[src/hdl/assert_macros.svh]
// ----------------------------------------------------------------------------
// assert_macros.svh
// shared assertion macros for the run length scanner
// ----------------------------------------------------------------------------
`ifndef ASSERT_MACROS_SVH
`define ASSERT_MACROS_SVH

// assertion on an explicit clock and active-low reset
`define BRS_ASSERT_AT(lbl, clk, rst_n, prop, msg) \
  lbl: assert property (@(posedge clk) disable iff (!rst_n) prop) else $error(msg);

// assertion on the default clock and reset names
`define BRS_ASSERT(lbl, prop, msg) \
  `BRS_ASSERT_AT(lbl, clk_i, rst_ni, prop, msg)

`endif

[src/hdl/brs_pkg.sv]
// ----------------------------------------------------------------------------
// brs_pkg
// shared constants, types and helpers of the bitmap run length scanner
// ----------------------------------------------------------------------------
package brs_pkg;

  localparam int MAX_PIECES = 4096;
  localparam int MODE_W     = 2;
  localparam int IDX_W      = 12;
  localparam int CNT_W      = 13;
  localparam int WORD_W     = 64;
  localparam int OFF_W      = $clog2(WORD_W);
  localparam int POS_W      = OFF_W + 1;
  localparam int WORDS      = (MAX_PIECES + WORD_W - 1) / WORD_W;
  localparam int WADDR_W    = $clog2(WORDS);

  typedef enum logic [MODE_W-1:0] {
    MODE_SET     = 2'd0,
    MODE_CLR     = 2'd1,
    MODE_RUN_SET = 2'd2,
    MODE_RUN_CLR = 2'd3
  } mode_e;

  typedef enum logic [4:0] {
    ST_IDLE  = 5'b00001,
    ST_FETCH = 5'b00010,
    ST_MARK  = 5'b00100,
    ST_SCAN  = 5'b01000,
    ST_DONE  = 5'b10000
  } state_e;

  typedef struct packed {
    logic take;
    logic fetch;
    logic mark_wr;
    logic scan;
    logic out_load;
  } cmd_t;

  typedef struct packed {
    logic in_range;
    logic is_mark;
    logic scan_more;
  } sts_t;

  // number of consecutive ones from bit 0, WORD_W when all ones
  function automatic logic [POS_W-1:0] trail_ones(input logic [WORD_W-1:0] v);
    logic [WORD_W-1:0] z;
    logic [WORD_W-1:0] m;
    logic [POS_W-1:0]  n;
    z = ~v;
    n = '0;
    if (&v) begin
      n = POS_W'(WORD_W);
    end else begin
      for (int s = OFF_W - 1; s >= 0; s--) begin
        m = (WORD_W'(1) << (1 << s)) - WORD_W'(1);
        if ((z & m) == '0) begin
          n = n + POS_W'(1 << s);
          z = z >> (1 << s);
        end
      end
    end
    return n;
  endfunction

endpackage

[src/hdl/brs_ifs.sv]
// ----------------------------------------------------------------------------
// brs_ifs
// valid/ready channels for request and result beats
// ----------------------------------------------------------------------------
interface brs_in_if;
  logic                         valid;
  logic                         ready;
  logic [brs_pkg::MODE_W-1:0]   mode;
  logic [brs_pkg::IDX_W-1:0]    piece_index;

  modport source (output valid, output mode, output piece_index, input ready);
  modport sink   (input valid, input mode, input piece_index, output ready);
endinterface

interface brs_out_if;
  logic                         valid;
  logic                         ready;
  logic [brs_pkg::CNT_W-1:0]    run_length;
  logic                         index_in_range;

  modport source (output valid, output run_length, output index_in_range, input ready);
  modport sink   (input valid, input run_length, input index_in_range, output ready);
endinterface

[src/hdl/brs_ram.sv]
// ----------------------------------------------------------------------------
// brs_ram
// generic simple dual port ram, one write and one registered read port
// ----------------------------------------------------------------------------
module brs_ram #(
  parameter int WIDTH = 64,
  parameter int DEPTH = 64
) (
  input  logic                     clk_i,
  input  logic                     we_i,
  input  logic [$clog2(DEPTH)-1:0] waddr_i,
  input  logic [WIDTH-1:0]         wdata_i,
  input  logic [$clog2(DEPTH)-1:0] raddr_i,
  output logic [WIDTH-1:0]         rdata_o
);

  logic [WIDTH-1:0] mem_q [DEPTH];
  logic [WIDTH-1:0] rdata_q;

  always_ff @(posedge clk_i) begin
    if (we_i) begin
      mem_q[waddr_i] <= wdata_i;
    end
    rdata_q <= mem_q[raddr_i];
  end

  assign rdata_o = rdata_q;

endmodule

[src/hdl/brs_ctrl.sv]
// ----------------------------------------------------------------------------
// brs_ctrl
// sequencer for mark and run scan requests, owns the result beat valid
// ----------------------------------------------------------------------------
`include "assert_macros.svh"

module brs_ctrl (
  input  logic          clk_i,
  input  logic          rst_ni,
  input  logic          in_valid_i,
  output logic          in_ready_o,
  output logic          out_valid_o,
  input  logic          out_ready_i,
  output brs_pkg::cmd_t cmd_o,
  input  brs_pkg::sts_t sts_i
);

  brs_pkg::state_e state_q, state_d;
  logic            out_valid_q, out_valid_d;

  always_comb begin
    state_d     = state_q;
    cmd_o       = '0;
    in_ready_o  = 1'b0;
    out_valid_d = out_valid_q && !out_ready_i;
    unique case (state_q)
      brs_pkg::ST_IDLE: begin
        in_ready_o = 1'b1;
        if (in_valid_i) begin
          cmd_o.take = 1'b1;
          state_d    = sts_i.in_range ? brs_pkg::ST_FETCH : brs_pkg::ST_DONE;
        end
      end
      brs_pkg::ST_FETCH: begin
        cmd_o.fetch = 1'b1;
        state_d     = sts_i.is_mark ? brs_pkg::ST_MARK : brs_pkg::ST_SCAN;
      end
      brs_pkg::ST_MARK: begin
        cmd_o.mark_wr = 1'b1;
        state_d       = brs_pkg::ST_DONE;
      end
      brs_pkg::ST_SCAN: begin
        cmd_o.scan = 1'b1;
        if (!sts_i.scan_more) begin
          state_d = brs_pkg::ST_DONE;
        end
      end
      brs_pkg::ST_DONE: begin
        if (!out_valid_q || out_ready_i) begin
          cmd_o.out_load = 1'b1;
          out_valid_d    = 1'b1;
          state_d        = brs_pkg::ST_IDLE;
        end
      end
      default: begin
        state_d = brs_pkg::ST_IDLE;
      end
    endcase
  end

  always_ff @(posedge clk_i or negedge rst_ni) begin
    if (!rst_ni) begin
      state_q     <= brs_pkg::ST_IDLE;
      out_valid_q <= 1'b0;
    end else begin
      state_q     <= state_d;
      out_valid_q <= out_valid_d;
    end
  end

  assign out_valid_o = out_valid_q;

  `BRS_ASSERT(a_mark_only_for_marks, cmd_o.mark_wr |-> sts_i.is_mark, "write on a query")
  `BRS_ASSERT(a_result_from_done, $rose(out_valid_q) |-> $past(state_q == brs_pkg::ST_DONE), "result beat without finish")
  `BRS_ASSERT(a_scan_after_fetch, (state_q == brs_pkg::ST_SCAN) |-> ($past(state_q == brs_pkg::ST_FETCH) || $past(state_q == brs_pkg::ST_SCAN)), "scan without fetch")

endmodule

[src/hdl/brs_dpath.sv]
// ----------------------------------------------------------------------------
// brs_dpath
// count register, word valid bits, mark update and word-wise run counter
// ----------------------------------------------------------------------------
`include "assert_macros.svh"

module brs_dpath (
  input  logic                          clk_i,
  input  logic                          rst_ni,
  input  logic                          cfg_we_i,
  input  logic [brs_pkg::CNT_W-1:0]     cfg_wdata_i,
  input  logic [brs_pkg::MODE_W-1:0]    mode_i,
  input  logic [brs_pkg::IDX_W-1:0]     piece_index_i,
  input  brs_pkg::cmd_t                 cmd_i,
  output brs_pkg::sts_t                 sts_o,
  output logic                          ram_we_o,
  output logic [brs_pkg::WADDR_W-1:0]   ram_waddr_o,
  output logic [brs_pkg::WORD_W-1:0]    ram_wdata_o,
  output logic [brs_pkg::WADDR_W-1:0]   ram_raddr_o,
  input  logic [brs_pkg::WORD_W-1:0]    ram_rdata_i,
  output logic [brs_pkg::CNT_W-1:0]     run_length_o,
  output logic                          index_in_range_o
);

  logic [brs_pkg::CNT_W-1:0]   cnt_q;
  logic [brs_pkg::CNT_W-1:0]   eff_cnt;
  brs_pkg::mode_e              mode_q;
  logic [brs_pkg::WADDR_W-1:0] word_q;
  logic [brs_pkg::OFF_W-1:0]   off_q;
  logic [brs_pkg::CNT_W-1:0]   run_q;
  logic                        ok_q;
  logic [brs_pkg::WORDS-1:0]   word_valid_q;
  logic                        rd_vld_q;
  logic [brs_pkg::CNT_W-1:0]   out_run_q;
  logic                        out_ok_q;

  logic [brs_pkg::WORD_W-1:0]  word_data;
  logic [brs_pkg::WORD_W-1:0]  bit_mask;
  logic [brs_pkg::WORD_W-1:0]  match;
  logic [brs_pkg::WORD_W-1:0]  hit;
  logic [brs_pkg::CNT_W-1:0]   base;
  logic [brs_pkg::CNT_W-1:0]   next_base;
  logic [brs_pkg::CNT_W-1:0]   lim;
  logic [brs_pkg::POS_W-1:0]   ones;
  logic [brs_pkg::CNT_W-1:0]   gain;

  // counts above capacity saturate
  assign eff_cnt = (cnt_q > brs_pkg::CNT_W'(brs_pkg::MAX_PIECES))
                   ? brs_pkg::CNT_W'(brs_pkg::MAX_PIECES) : cnt_q;

  assign sts_o.in_range  = brs_pkg::CNT_W'(piece_index_i) < eff_cnt;
  assign sts_o.is_mark   = (mode_q == brs_pkg::MODE_SET) || (mode_q == brs_pkg::MODE_CLR);

  // never-written words read as all absent
  assign word_data = rd_vld_q ? ram_rdata_i : '0;
  assign bit_mask  = brs_pkg::WORD_W'(1) << off_q;

  assign ram_we_o    = cmd_i.mark_wr;
  assign ram_waddr_o = word_q;
  assign ram_wdata_o = (mode_q == brs_pkg::MODE_SET) ? (word_data | bit_mask)
                                                     : (word_data & ~bit_mask);
  assign ram_raddr_o = cmd_i.fetch ? word_q : word_q + brs_pkg::WADDR_W'(1);

  assign match     = (mode_q == brs_pkg::MODE_RUN_SET) ? word_data : ~word_data;
  assign base      = brs_pkg::CNT_W'({word_q, {brs_pkg::OFF_W{1'b0}}});
  assign next_base = base + brs_pkg::CNT_W'(brs_pkg::WORD_W);
  assign lim       = eff_cnt - base;

  // bits below the start count as matching, bits past the count as not
  always_comb begin
    for (int p = 0; p < brs_pkg::WORD_W; p++) begin
      hit[p] = (match[p] && (brs_pkg::CNT_W'(p) < lim)) || (brs_pkg::OFF_W'(p) < off_q);
    end
  end

  assign ones            = brs_pkg::trail_ones(hit);
  assign gain            = brs_pkg::CNT_W'(ones) - brs_pkg::CNT_W'(off_q);
  assign sts_o.scan_more = (ones == brs_pkg::POS_W'(brs_pkg::WORD_W)) && (next_base < eff_cnt);

  always_ff @(posedge clk_i or negedge rst_ni) begin
    if (!rst_ni) begin
      cnt_q        <= brs_pkg::CNT_W'(brs_pkg::MAX_PIECES);
      word_valid_q <= '0;
    end else begin
      if (cfg_we_i) begin
        cnt_q <= cfg_wdata_i;
      end
      if (cmd_i.mark_wr) begin
        word_valid_q[word_q] <= 1'b1;
      end
    end
  end

  always_ff @(posedge clk_i) begin
    rd_vld_q <= word_valid_q[ram_raddr_o];
    if (cmd_i.take) begin
      mode_q <= brs_pkg::mode_e'(mode_i);
      word_q <= piece_index_i[brs_pkg::IDX_W-1:brs_pkg::OFF_W];
      off_q  <= piece_index_i[brs_pkg::OFF_W-1:0];
      run_q  <= '0;
      ok_q   <= sts_o.in_range;
    end else if (cmd_i.scan) begin
      run_q <= run_q + gain;
      if (sts_o.scan_more) begin
        word_q <= word_q + brs_pkg::WADDR_W'(1);
        off_q  <= '0;
      end
    end
    if (cmd_i.out_load) begin
      out_run_q <= run_q;
      out_ok_q  <= ok_q;
    end
  end

  assign run_length_o     = out_run_q;
  assign index_in_range_o = out_ok_q;

  `BRS_ASSERT(a_written_word_valid, cmd_i.mark_wr |=> word_valid_q[$past(word_q)], "written word not marked valid")

endmodule

[src/hdl/bitmap_run_length_scanner.sv]
// ----------------------------------------------------------------------------
// bitmap_run_length_scanner
// presence bitmap with mark / unmark and run length queries from a start piece
// ----------------------------------------------------------------------------
//  channel  dir  handshake        payload
//  cfg      in   cfg_we_i         cfg_wdata_i (piece_count)
//  in_i     in   valid / ready    mode, piece_index
//  out_o    out  valid / ready    run_length, index_in_range
//
//  one request in flight; out of range requests go from accept to the finish step,
//  marks fetch and write one word, queries walk w 64-bit words (1 to 64)
//  the walk reads one bitmap word a cycle from the single ram read port
//  reset clears the bitmap at once through per-word valid bits, no sweep
//  a pending result beat does not block the next request; a stalled result
//  holds the request in its finish step until the beat leaves
// ----------------------------------------------------------------------------
module bitmap_run_length_scanner (
  input  logic                      clk_i,
  input  logic                      rst_ni,
  input  logic                      cfg_we_i,
  input  logic [brs_pkg::CNT_W-1:0] cfg_wdata_i,
  brs_in_if.sink                    in_i,
  brs_out_if.source                 out_o
);

  brs_pkg::cmd_t               cmd;
  brs_pkg::sts_t               sts;
  logic                        ram_we;
  logic [brs_pkg::WADDR_W-1:0] ram_waddr;
  logic [brs_pkg::WORD_W-1:0]  ram_wdata;
  logic [brs_pkg::WADDR_W-1:0] ram_raddr;
  logic [brs_pkg::WORD_W-1:0]  ram_rdata;

  // sequencer: request accept, fetch, mark write, word walk, result beat
  brs_ctrl u_ctrl (
    .clk_i       (clk_i),
    .rst_ni      (rst_ni),
    .in_valid_i  (in_i.valid),
    .in_ready_o  (in_i.ready),
    .out_valid_o (out_o.valid),
    .out_ready_i (out_o.ready),
    .cmd_o       (cmd),
    .sts_i       (sts)
  );

  // datapath: count register, range check, bit update, run counter
  brs_dpath u_dpath (
    .clk_i            (clk_i),
    .rst_ni           (rst_ni),
    .cfg_we_i         (cfg_we_i),
    .cfg_wdata_i      (cfg_wdata_i),
    .mode_i           (in_i.mode),
    .piece_index_i    (in_i.piece_index),
    .cmd_i            (cmd),
    .sts_o            (sts),
    .ram_we_o         (ram_we),
    .ram_waddr_o      (ram_waddr),
    .ram_wdata_o      (ram_wdata),
    .ram_raddr_o      (ram_raddr),
    .ram_rdata_i      (ram_rdata),
    .run_length_o     (out_o.run_length),
    .index_in_range_o (out_o.index_in_range)
  );

  // bitmap store, 64 pieces per word, piece i at bit i mod 64
  brs_ram #(
    .WIDTH (brs_pkg::WORD_W),
    .DEPTH (brs_pkg::WORDS)
  ) u_bitmap (
    .clk_i   (clk_i),
    .we_i    (ram_we),
    .waddr_i (ram_waddr),
    .wdata_i (ram_wdata),
    .raddr_i (ram_raddr),
    .rdata_o (ram_rdata)
  );

endmodule
[src/flat_wrapper.sv]
// flat-port wrapper written by rule: the top's interface ports become plain ports
module bitmap_run_length_scanner_flat 
  (clk_i, rst_ni, cfg_we_i, cfg_wdata_i, in_i_valid, in_i_mode, in_i_piece_index, in_i_ready, out_o_valid, out_o_run_length, out_o_index_in_range, out_o_ready);
  brs_in_if in_i_i ();
  brs_out_if out_o_i ();
  input  logic clk_i;
  input  logic rst_ni;
  input  logic cfg_we_i;
  input  logic [brs_pkg::CNT_W-1:0] cfg_wdata_i;
  input wire logic [$bits(in_i_i.valid)-1:0] in_i_valid;
  input wire logic [$bits(in_i_i.mode)-1:0] in_i_mode;
  input wire logic [$bits(in_i_i.piece_index)-1:0] in_i_piece_index;
  output wire logic [$bits(in_i_i.ready)-1:0] in_i_ready;
  output wire logic [$bits(out_o_i.valid)-1:0] out_o_valid;
  output wire logic [$bits(out_o_i.run_length)-1:0] out_o_run_length;
  output wire logic [$bits(out_o_i.index_in_range)-1:0] out_o_index_in_range;
  input wire logic [$bits(out_o_i.ready)-1:0] out_o_ready;
  assign in_i_i.valid = in_i_valid;
  assign in_i_i.mode = in_i_mode;
  assign in_i_i.piece_index = in_i_piece_index;
  assign in_i_ready = in_i_i.ready;
  assign out_o_valid = out_o_i.valid;
  assign out_o_run_length = out_o_i.run_length;
  assign out_o_index_in_range = out_o_i.index_in_range;
  assign out_o_i.ready = out_o_ready;
  bitmap_run_length_scanner u_core (.clk_i(clk_i), .rst_ni(rst_ni), .cfg_we_i(cfg_we_i), .cfg_wdata_i(cfg_wdata_i), .in_i(in_i_i), .out_o(out_o_i));
endmodule
[config.mk]
export PLATFORM = sky130hd
export DESIGN_NAME = bitmap_run_length_scanner_flat
export DESIGN_NICKNAME = d
export VERILOG_FILES = /design/src/hdl/brs_pkg.sv /design/src/hdl/brs_ifs.sv /design/src/hdl/brs_ram.sv /design/src/hdl/brs_ctrl.sv /design/src/hdl/brs_dpath.sv /design/src/hdl/bitmap_run_length_scanner.sv /design/src/flat_wrapper.sv
export VERILOG_INCLUDE_DIRS = /design/src /design/src/hdl
export SDC_FILE = /design/constraint.sdc
export NUM_CORES = 2
export LEC_CHECK = 0
export BUFFER_PORTS_ARGS = -buffer_cell sky130_fd_sc_hd__buf_2
export CAP_MARGIN = 20
export CORE_UTILIZATION = 30
export DETAILED_ROUTE_END_ITERATION = 8
export PLACE_DENSITY = 0.5
export SETUP_SLACK_MARGIN = 0.05
export SKIP_CTS_REPAIR_TIMING = 1
export SLEW_MARGIN = 20
export SYNTH_ARGS = -nofsm -noshare
export SYNTH_HDL_FRONTEND = slang
export SYNTH_SLANG_ARGS = --single-unit
[constraint.sdc]
create_clock -name clk_i -period 10.2 [get_ports clk_i]
set_clock_uncertainty 0.05 [all_clocks]
set_input_delay 0.51 -clock clk_i [delete_from_list [all_inputs] [get_ports clk_i]]
set_output_delay 0.51 -clock clk_i [all_outputs]
set_load 0.01 [all_outputs]
# --- Yosys cells after proc, flatten, opt, wreduce, memory -nomap -nowiden ---
# Memories as Yosys holds them, arrays and structs flattened. A register that Yosys moved wholly into a read port is not among the register bits.
# Index checks and enable logic that the tools add are counted.
word_totals:
  ff_bits: 126
  ram_bits: 4096
  in_bits: 32
  output_inout_bits: 16
  elab_cells: 377
  memories: 1
classes:
  add_sub_neg: 10
  magnitude_cmp: 134
  eq_ne: 11
  shift: 1
  mux: 55
  bitwise: 6
  reduce_logical: 147
memory_table:
  columns: ["memory", "words", "word_bits", "read_ports", "rd_clocked_by_memory_dff", "wr", "line_no", "source"]
  rows:
  - ["u_core.u_bitmap.mem_q", 64, 64, 1, 1, 1, "brs_ram.sv:17", "logic [WIDTH-1:0] mem_q [DEPTH];"]
op_table:
  columns: ["op", "count"]
  rows:
  - ["less-than comparator 6 x 13 -> 1 bit (first input constant)", 32]
  - ["zero test 64 bit", 6]
  - ["less-than comparator 5 x 13 -> 1 bit (first input constant)", 16]
  - ["less-than comparator 6 bit (first input constant)", 32]
  - ["2-to-1 mux 64 bit", 3]
  - ["NOT 64 bit", 2]
  - ["OR 64 bit", 2]
  - ["less-than comparator 4 x 13 -> 1 bit (first input constant)", 8]
  - ["less-than comparator 5 x 6 -> 1 bit (first input constant)", 16]
  - ["2-to-1 mux 7 bit", 13]
  - ["logical AND 1 bit", 67]
  - ["logical OR 1 bit", 66]
  - ["AND 64 bit", 1]
  - ["AND reduction 64 bit", 1]
  - ["left shift 1 x 6 -> 64 bit (first input constant)", 1]
  - ["NOT 63 bit", 1]
  - ["2-to-1 mux 31 bit", 2]
  - ["less-than comparator 3 x 13 -> 1 bit (first input constant)", 4]
  - ["less-than comparator 4 x 6 -> 1 bit (first input constant)", 8]
  - ["2-to-1 mux 6 bit", 8]
  - ["2-to-1 mux 15 bit", 2]
  - ["less-than comparator 1 x 13 -> 1 bit (first input constant)", 2]
  - ["less-than comparator 2 x 13 -> 1 bit (first input constant)", 2]
  - ["case mux 5 bit (5 select lines)", 1]
  - ["other kinds (39)", 68]

# --- Logic depth before layout (Yosys ltp) ---
logic_depth:
  depth_word: 30
  ltp_mapped: 42
  ltp_nobuf: 36

# --- Cells and area by module ---
# A second synthesis with hierarchy kept.
unflattened:
  hier_cells: 8065
  hier_area_um2: 168143.8
by_module_without_submodules:
  columns: ["mod", "instances", "cells_each", "area_per_inst_um2", "seq_area_each_um2"]
  rows:
  - ["brs_ram", 1, 6598, 156348.7, 124279.2]
  - ["brs_dpath", 1, 1428, 11422.2, 3079.2]
  - ["brs_ctrl", 1, 39, 372.9, 151.4]

# --- Least setup slack after synthesis ---
# No wires, ideal clock.
synth_path:
  kind: "reg-to-reg"
  startpoint: "register u_core.u_dpath.cnt_q[12] (netlist bit)"
  endpoint: "register u_core.u_dpath.run_q[12] (netlist bit)"
  setup_ps: 70
  arrival_ps: 7640
  required_ps: 10080
  setup_slack_ps: 2440
  stages_incl_launch_ff: 39
  n_path_buf: 6
  synth_period_minus_slack_ps: 7760
  path_cell_list: "dfstp_2 -> buf_6 -> buf_2 -> inv_1 -> clkbuf_1 -> nand2_1 -> inv_1 -> ha_1 -> nand4bb_1 -> buf_2 -> o2111ai_4 -> a311oi_4 -> o2111ai_4 -> buf_6 -> o41a_1 -> and3_1 -> buf_6 -> a31o_1 -> [3 not listed] -> a21oi_1 -> o31ai_1 -> ha_1 -> inv_1 -> fa_1 -> fa_1 -> a21o_1 -> a21oi_1 -> o21bai_1 -> a21oi_1 -> o21bai_1 -> a21oi_1 -> o21bai_1 -> a21oi_1 -> o21ai_0 -> xor2_1 -> or3_1 -> a21oi_1"
synth_between:
  elab_chain_cells: 27
  elab_cells_between_ends: 232
  cone_classes: "add/sub: 8; order compare: 65; mux: 23; bitwise: 1; reduce/logical: 135"
synth_lines:
  columns: ["item", "line_no", "source"]
  rows:
  - ["start, declared", "brs_dpath.sv:25", "logic [brs_pkg::CNT_W-1:0] cnt_q;"]
  - ["start signal, assigned", "brs_dpath.sv:82", "cnt_q <= brs_pkg::CNT_W'(brs_pkg::MAX_PIECES);"]
  - ["start signal, assigned", "brs_dpath.sv:86", "cnt_q <= cfg_wdata_i;"]
  - ["> comparator 13 bit", "brs_dpath.sv:48", "assign eff_cnt = (cnt_q > brs_pkg::CNT_W'(brs_pkg::MAX_PIECES))"]
  - ["2-to-1 mux 13 bit (*)", "brs_dpath.sv:49", "? brs_pkg::CNT_W'(brs_pkg::MAX_PIECES) : cnt_q;"]
  - ["subtractor 13 x 12 -> 13 bit (*)", "brs_dpath.sv:67", "assign lim = eff_cnt - base;"]
  - ["less-than comparator 1 x 13 -> 1 bit, or another cell as far along", "brs_dpath.sv:72", "hit[p] = (match[p] && (brs_pkg::CNT_W'(p) < lim)) || (brs_pkg::OFF_W'(p) < off_q);"]
  - ["logical AND 1 bit", "brs_dpath.sv:72", null]
  - ["logical OR 1 bit", "brs_dpath.sv:72", null]
  - ["NOT 63 bit", "brs_pkg.sv:51", "z = ~v;"]
  - ["zero test 64 bit", "brs_pkg.sv:58", "if ((z & m) == '0) begin"]
  - ["[11 not listed]", null, null]
  - ["adder 7 x 2 -> 7 bit or zero test 64 bit (tied branches)", "brs_pkg.sv:59, brs_pkg.sv:58", null]
  - ["2-to-1 mux 7 bit or 2-to-1 mux 1 bit (tied branches)", "brs_pkg.sv:58", null]
  - ["2-to-1 mux 7 bit or 2-to-1 mux 1 bit (tied branches)", "brs_pkg.sv:53", "if (&v) begin"]
  - ["adder 7 x 1 -> 7 bit or zero test 64 bit (tied branches)", "brs_pkg.sv:59, brs_pkg.sv:58", null]
  - ["2-to-1 mux 7 bit", "brs_pkg.sv:58", null]
  - ["2-to-1 mux 7 bit (*)", "brs_pkg.sv:53", null]
  - ["subtractor 7 x 6 -> 8 bit (*)", "brs_dpath.sv:77", "assign gain = brs_pkg::CNT_W'(ones) - brs_pkg::CNT_W'(off_q);"]
  - ["adder 13 bit (*)", "brs_dpath.sv:103", "run_q <= run_q + gain;"]
  - ["end signal, assigned", "brs_dpath.sv:103", null]
  - ["end, declared", "brs_dpath.sv:30", "logic [brs_pkg::CNT_W-1:0] run_q;"]
# Mark *: on every way between the ends. The rest lies on a longest branch, timed or not. The select of a mux whose other input is x is not followed.
# A chain may end at the register's enable or synchronous reset.

# --- Worst setup path after layout ---
# Same ends and word-level chain as after synthesis.

==> run metrics <==
share of cells above drive strength 1 31.9%; clk_lat worst skew roughly 1000 ps; Die W around 750 um; H-tree levels 5; pin count of the biggest net entering global routing between 100 and 150; Area Overhead vs Synth 15.8%; crit-path max FO 14; most common cell in the netlist edfxtp_1; CTS root buf clkbuf_16; ranking of synthesized cells by area edfxtp_1, mux4_2, dfrtp_1, dfxtp_1, clkbuf_1; Setup crit end kind flop; pins over their slew limit 0; switch share 30.9%; area occupied by multi-input gates 39600 um2; 1st-iter DRT viols between 10000 and 15000; Hold Crit Class primary input to flop; count of input and output buffers 47; CP startpoint kind flop; Congestion Overflow GR 0; WP data required ~11000 ps; Slew @ Worst Pin roughly 1200 ps; Die Ht 749 um; maximum vdd ir drop 0.000354 V; DR vias/cell between 5 and 6; fillers approximately 51000; Max clock buf depth 4; vias in the first global route ~84000; total CTS buffers 430; Post-Syn Nets 7387; async set-reset flop share out of synthesis between 1.5 and 2%; post-placement cell count roughly 15000; register bit count reported by yosys 4286; failing checks DRC; prevailing post-synth register cell edfxtp_1; number of synthesized flops with an enable pin 4125; CTS tree done; # setup viols final 0; initial antenna violation count 32; Final Hold Violating Endpoints 0; post-layout minimum cycle time 9180 ps; Core Rows ~270; Synth Warn # 0; combinational power share 29.8%; sequential group share of total power 39.4%; Max stage delay on crit path 570 ps; Tot GR Track Use ~19%; Slew headroom 21.0%; RSZ-0062 raised after global routing false; Initial Util about 30%; WL met3 ~33 mm; I/O pins 48; P_sw around 16000 uW; Routed WL ~550 mm; Storage cell area ~130000 um2; Final period util 90.0%; number of clock sinks around 4300; crit path kind flop to flop; Cell Int Power 35100 uW; DP HPWL ~300 mm; overall power 50800 uW; routed len/inst between 30 and 40 um; total number of vias between 80000 and 90000; Static Leakage 0.0597 uW; Final Core Density around a third; TritonRoute pass-1 iters 8; top cell type's share of synthesized area ~74%; Routed Antenna Nets 0; Syn Area/Cell 22.9 um2; part of the Yosys area used for sequential elements between 70% and 80%; wl on met1 between 200 and 250 mm; Max Cap Violations 0; global placement routability congestion 0.902; Clock power frac ~30%; Commonest cells post-synth edfxtp_1, mux4_2, clkbuf_1; Yosys cell types 95; CP most frequent cell a21oi_1; Clock Pin Slew Worst Setup and Hold Paths 70 ps; Layout Cells excl Fill roughly 16000; data arrival time of the critical path 10030 ps; Crit-path slowest cell o211ai_2; FMAX around 0.11 GHz; DRC Markers 4; post-synthesis cell area ~170000 um2; post-synthesis instance total ~7300; status complete, but fails checks; first-pass GRT wire length ~750 mm; WL met2 ~270 mm; die area approximately 560000 um2; DR top layer met5; total core area around 560000 um2; Final nets a little under 8000; Synth area leader edfxtp_1; power density cells between 200 and 300 nW/um2; Sum Neg Setup Slack 0 ps
power groups by stage:
stage	sequential (uW)	clock [uW]	combinational [uW]
final	20000	15700	15100
after global routing	20000	16600	16000
after CTS	20000	15900	15400
after detailed placement	20400	0	15300
after global placement	20400	0	15400
after floorplan	20200	0	10400
registers in the layout, summed over array words and instances, names as in the netlist, 2 cells and up:
signal,cells
u_core.u_dpath.ram_waddr_o,6
u_core.u_ctrl.state_q,5
u_core.u_dpath.mode_q,2
u_core.u_dpath.word_valid_q,64
u_core.u_dpath.cnt_q,13
u_core.u_dpath.run_length_o,13
u_core.u_dpath.off_q,6
u_core.u_dpath.run_q,13
u_core.u_bitmap.rdata_o,64
u_core.u_bitmap.mem_q,4096
through the flow:
step | instance area, um2 | worst slack [ps] | hold slack [ps]
2_1_floorplan | 168000 | 2440 | 164
3_3_place_gp | 180000 | 635 | 372
3_5_place_dp | 180000 | 1060 | 363
4_1_cts | 194000 | 1020 | -715
5_1_grt | 194000 | 302 | 7.81
6_report | 194000 | 1020 | 36.7
per-layer routing:
layer  global-route usage, %  vias to the layer above
met5                       0                        -
met4                    4.97                       10
met3                    2.67                      697
met2                    31.6                     3237
met1                    26.9                    46600
li1                        -                    32200
layout by cell type, fill, tap and decap left out, types with 70 or more instances in the layout:
cell type / Yosys / final
edfxtp_1: 4125 / 4125
dfxtp_1: 78 / 77
dfrtp_1: 81 / 81
clkbuf_16: 0 / 431
xnor2_1: 78 / 73
nand3_1: 94 / 93
buf_4: 8 / 292
nor2_1: 176 / 109
clkbuf_1: 268 / 128
mux4_2: 1365 / 1365
a21oi_1: 98 / 98
clkinv_1: 0 / 76
or2_2: 71 / 70
nand2_1: 175 / 175
worst paths after layout:
path | cells past startpoint | slack, ps | startpoint | to
worst max register to register | 33 | 1020 | u_core.u_dpath.cnt_q[12] | u_core.u_dpath.run_q[12]
worst max-delay path | 33 | 1020 | u_core.u_dpath.cnt_q[12] | u_core.u_dpath.run_q[12]
max in group asynchronous | 3 | 9130 | rst_ni | u_core.u_dpath.word_valid_q[18]
min in group asynchronous | 3 | 70 | rst_ni | u_core.u_ctrl.out_valid_o
worst min-delay path | 2 | 40 | cfg_we_i | u_core.u_dpath.cnt_q[10]
worst min register to register | 0 | 380 | u_core.u_dpath.ok_q | u_core.u_dpath.index_in_range_o
kinds of logic after synthesis:
| group | after synthesis | synth area share (%) |
|---|---|---|
| AND/OR/NAND/NOR | 644 | 1.84 |
| flip-flops | 4286 | 76.1 |
| adder cells (fa/ha/maj) | 44 | 0.335 |
| buffers and inverters | 444 | 1.05 |
| multiplexers | 1410 | 18.6 |
| XOR/XNOR | 87 | 0.455 |
| AO/OA/AOI/OAI | 398 | 1.60 |
worst max-delay path: cells and delay by family (launching register included):
kind | cells | cell delay (ps)
xor+xnor | 1 | 170
simple gates | 5 | 1660
compound gates | 19 | 4510
fa+ha+maj | 3 | 1350
flops | 1 | 530
buf+inv | 5 | 820
area by class of cell:
cell class,instances,share of cell area (%)
timing repair buffer,410,1.83
inverter,47,0.0909
sequential,4286,65.7
antenna,7,0.00903
multi-input combinational,2583,20.4
clock buffer,581,5.96
tap,7452,4.81
clock inverter,216,1.16
No activity file was read; power rests on OpenSTA's default activity.
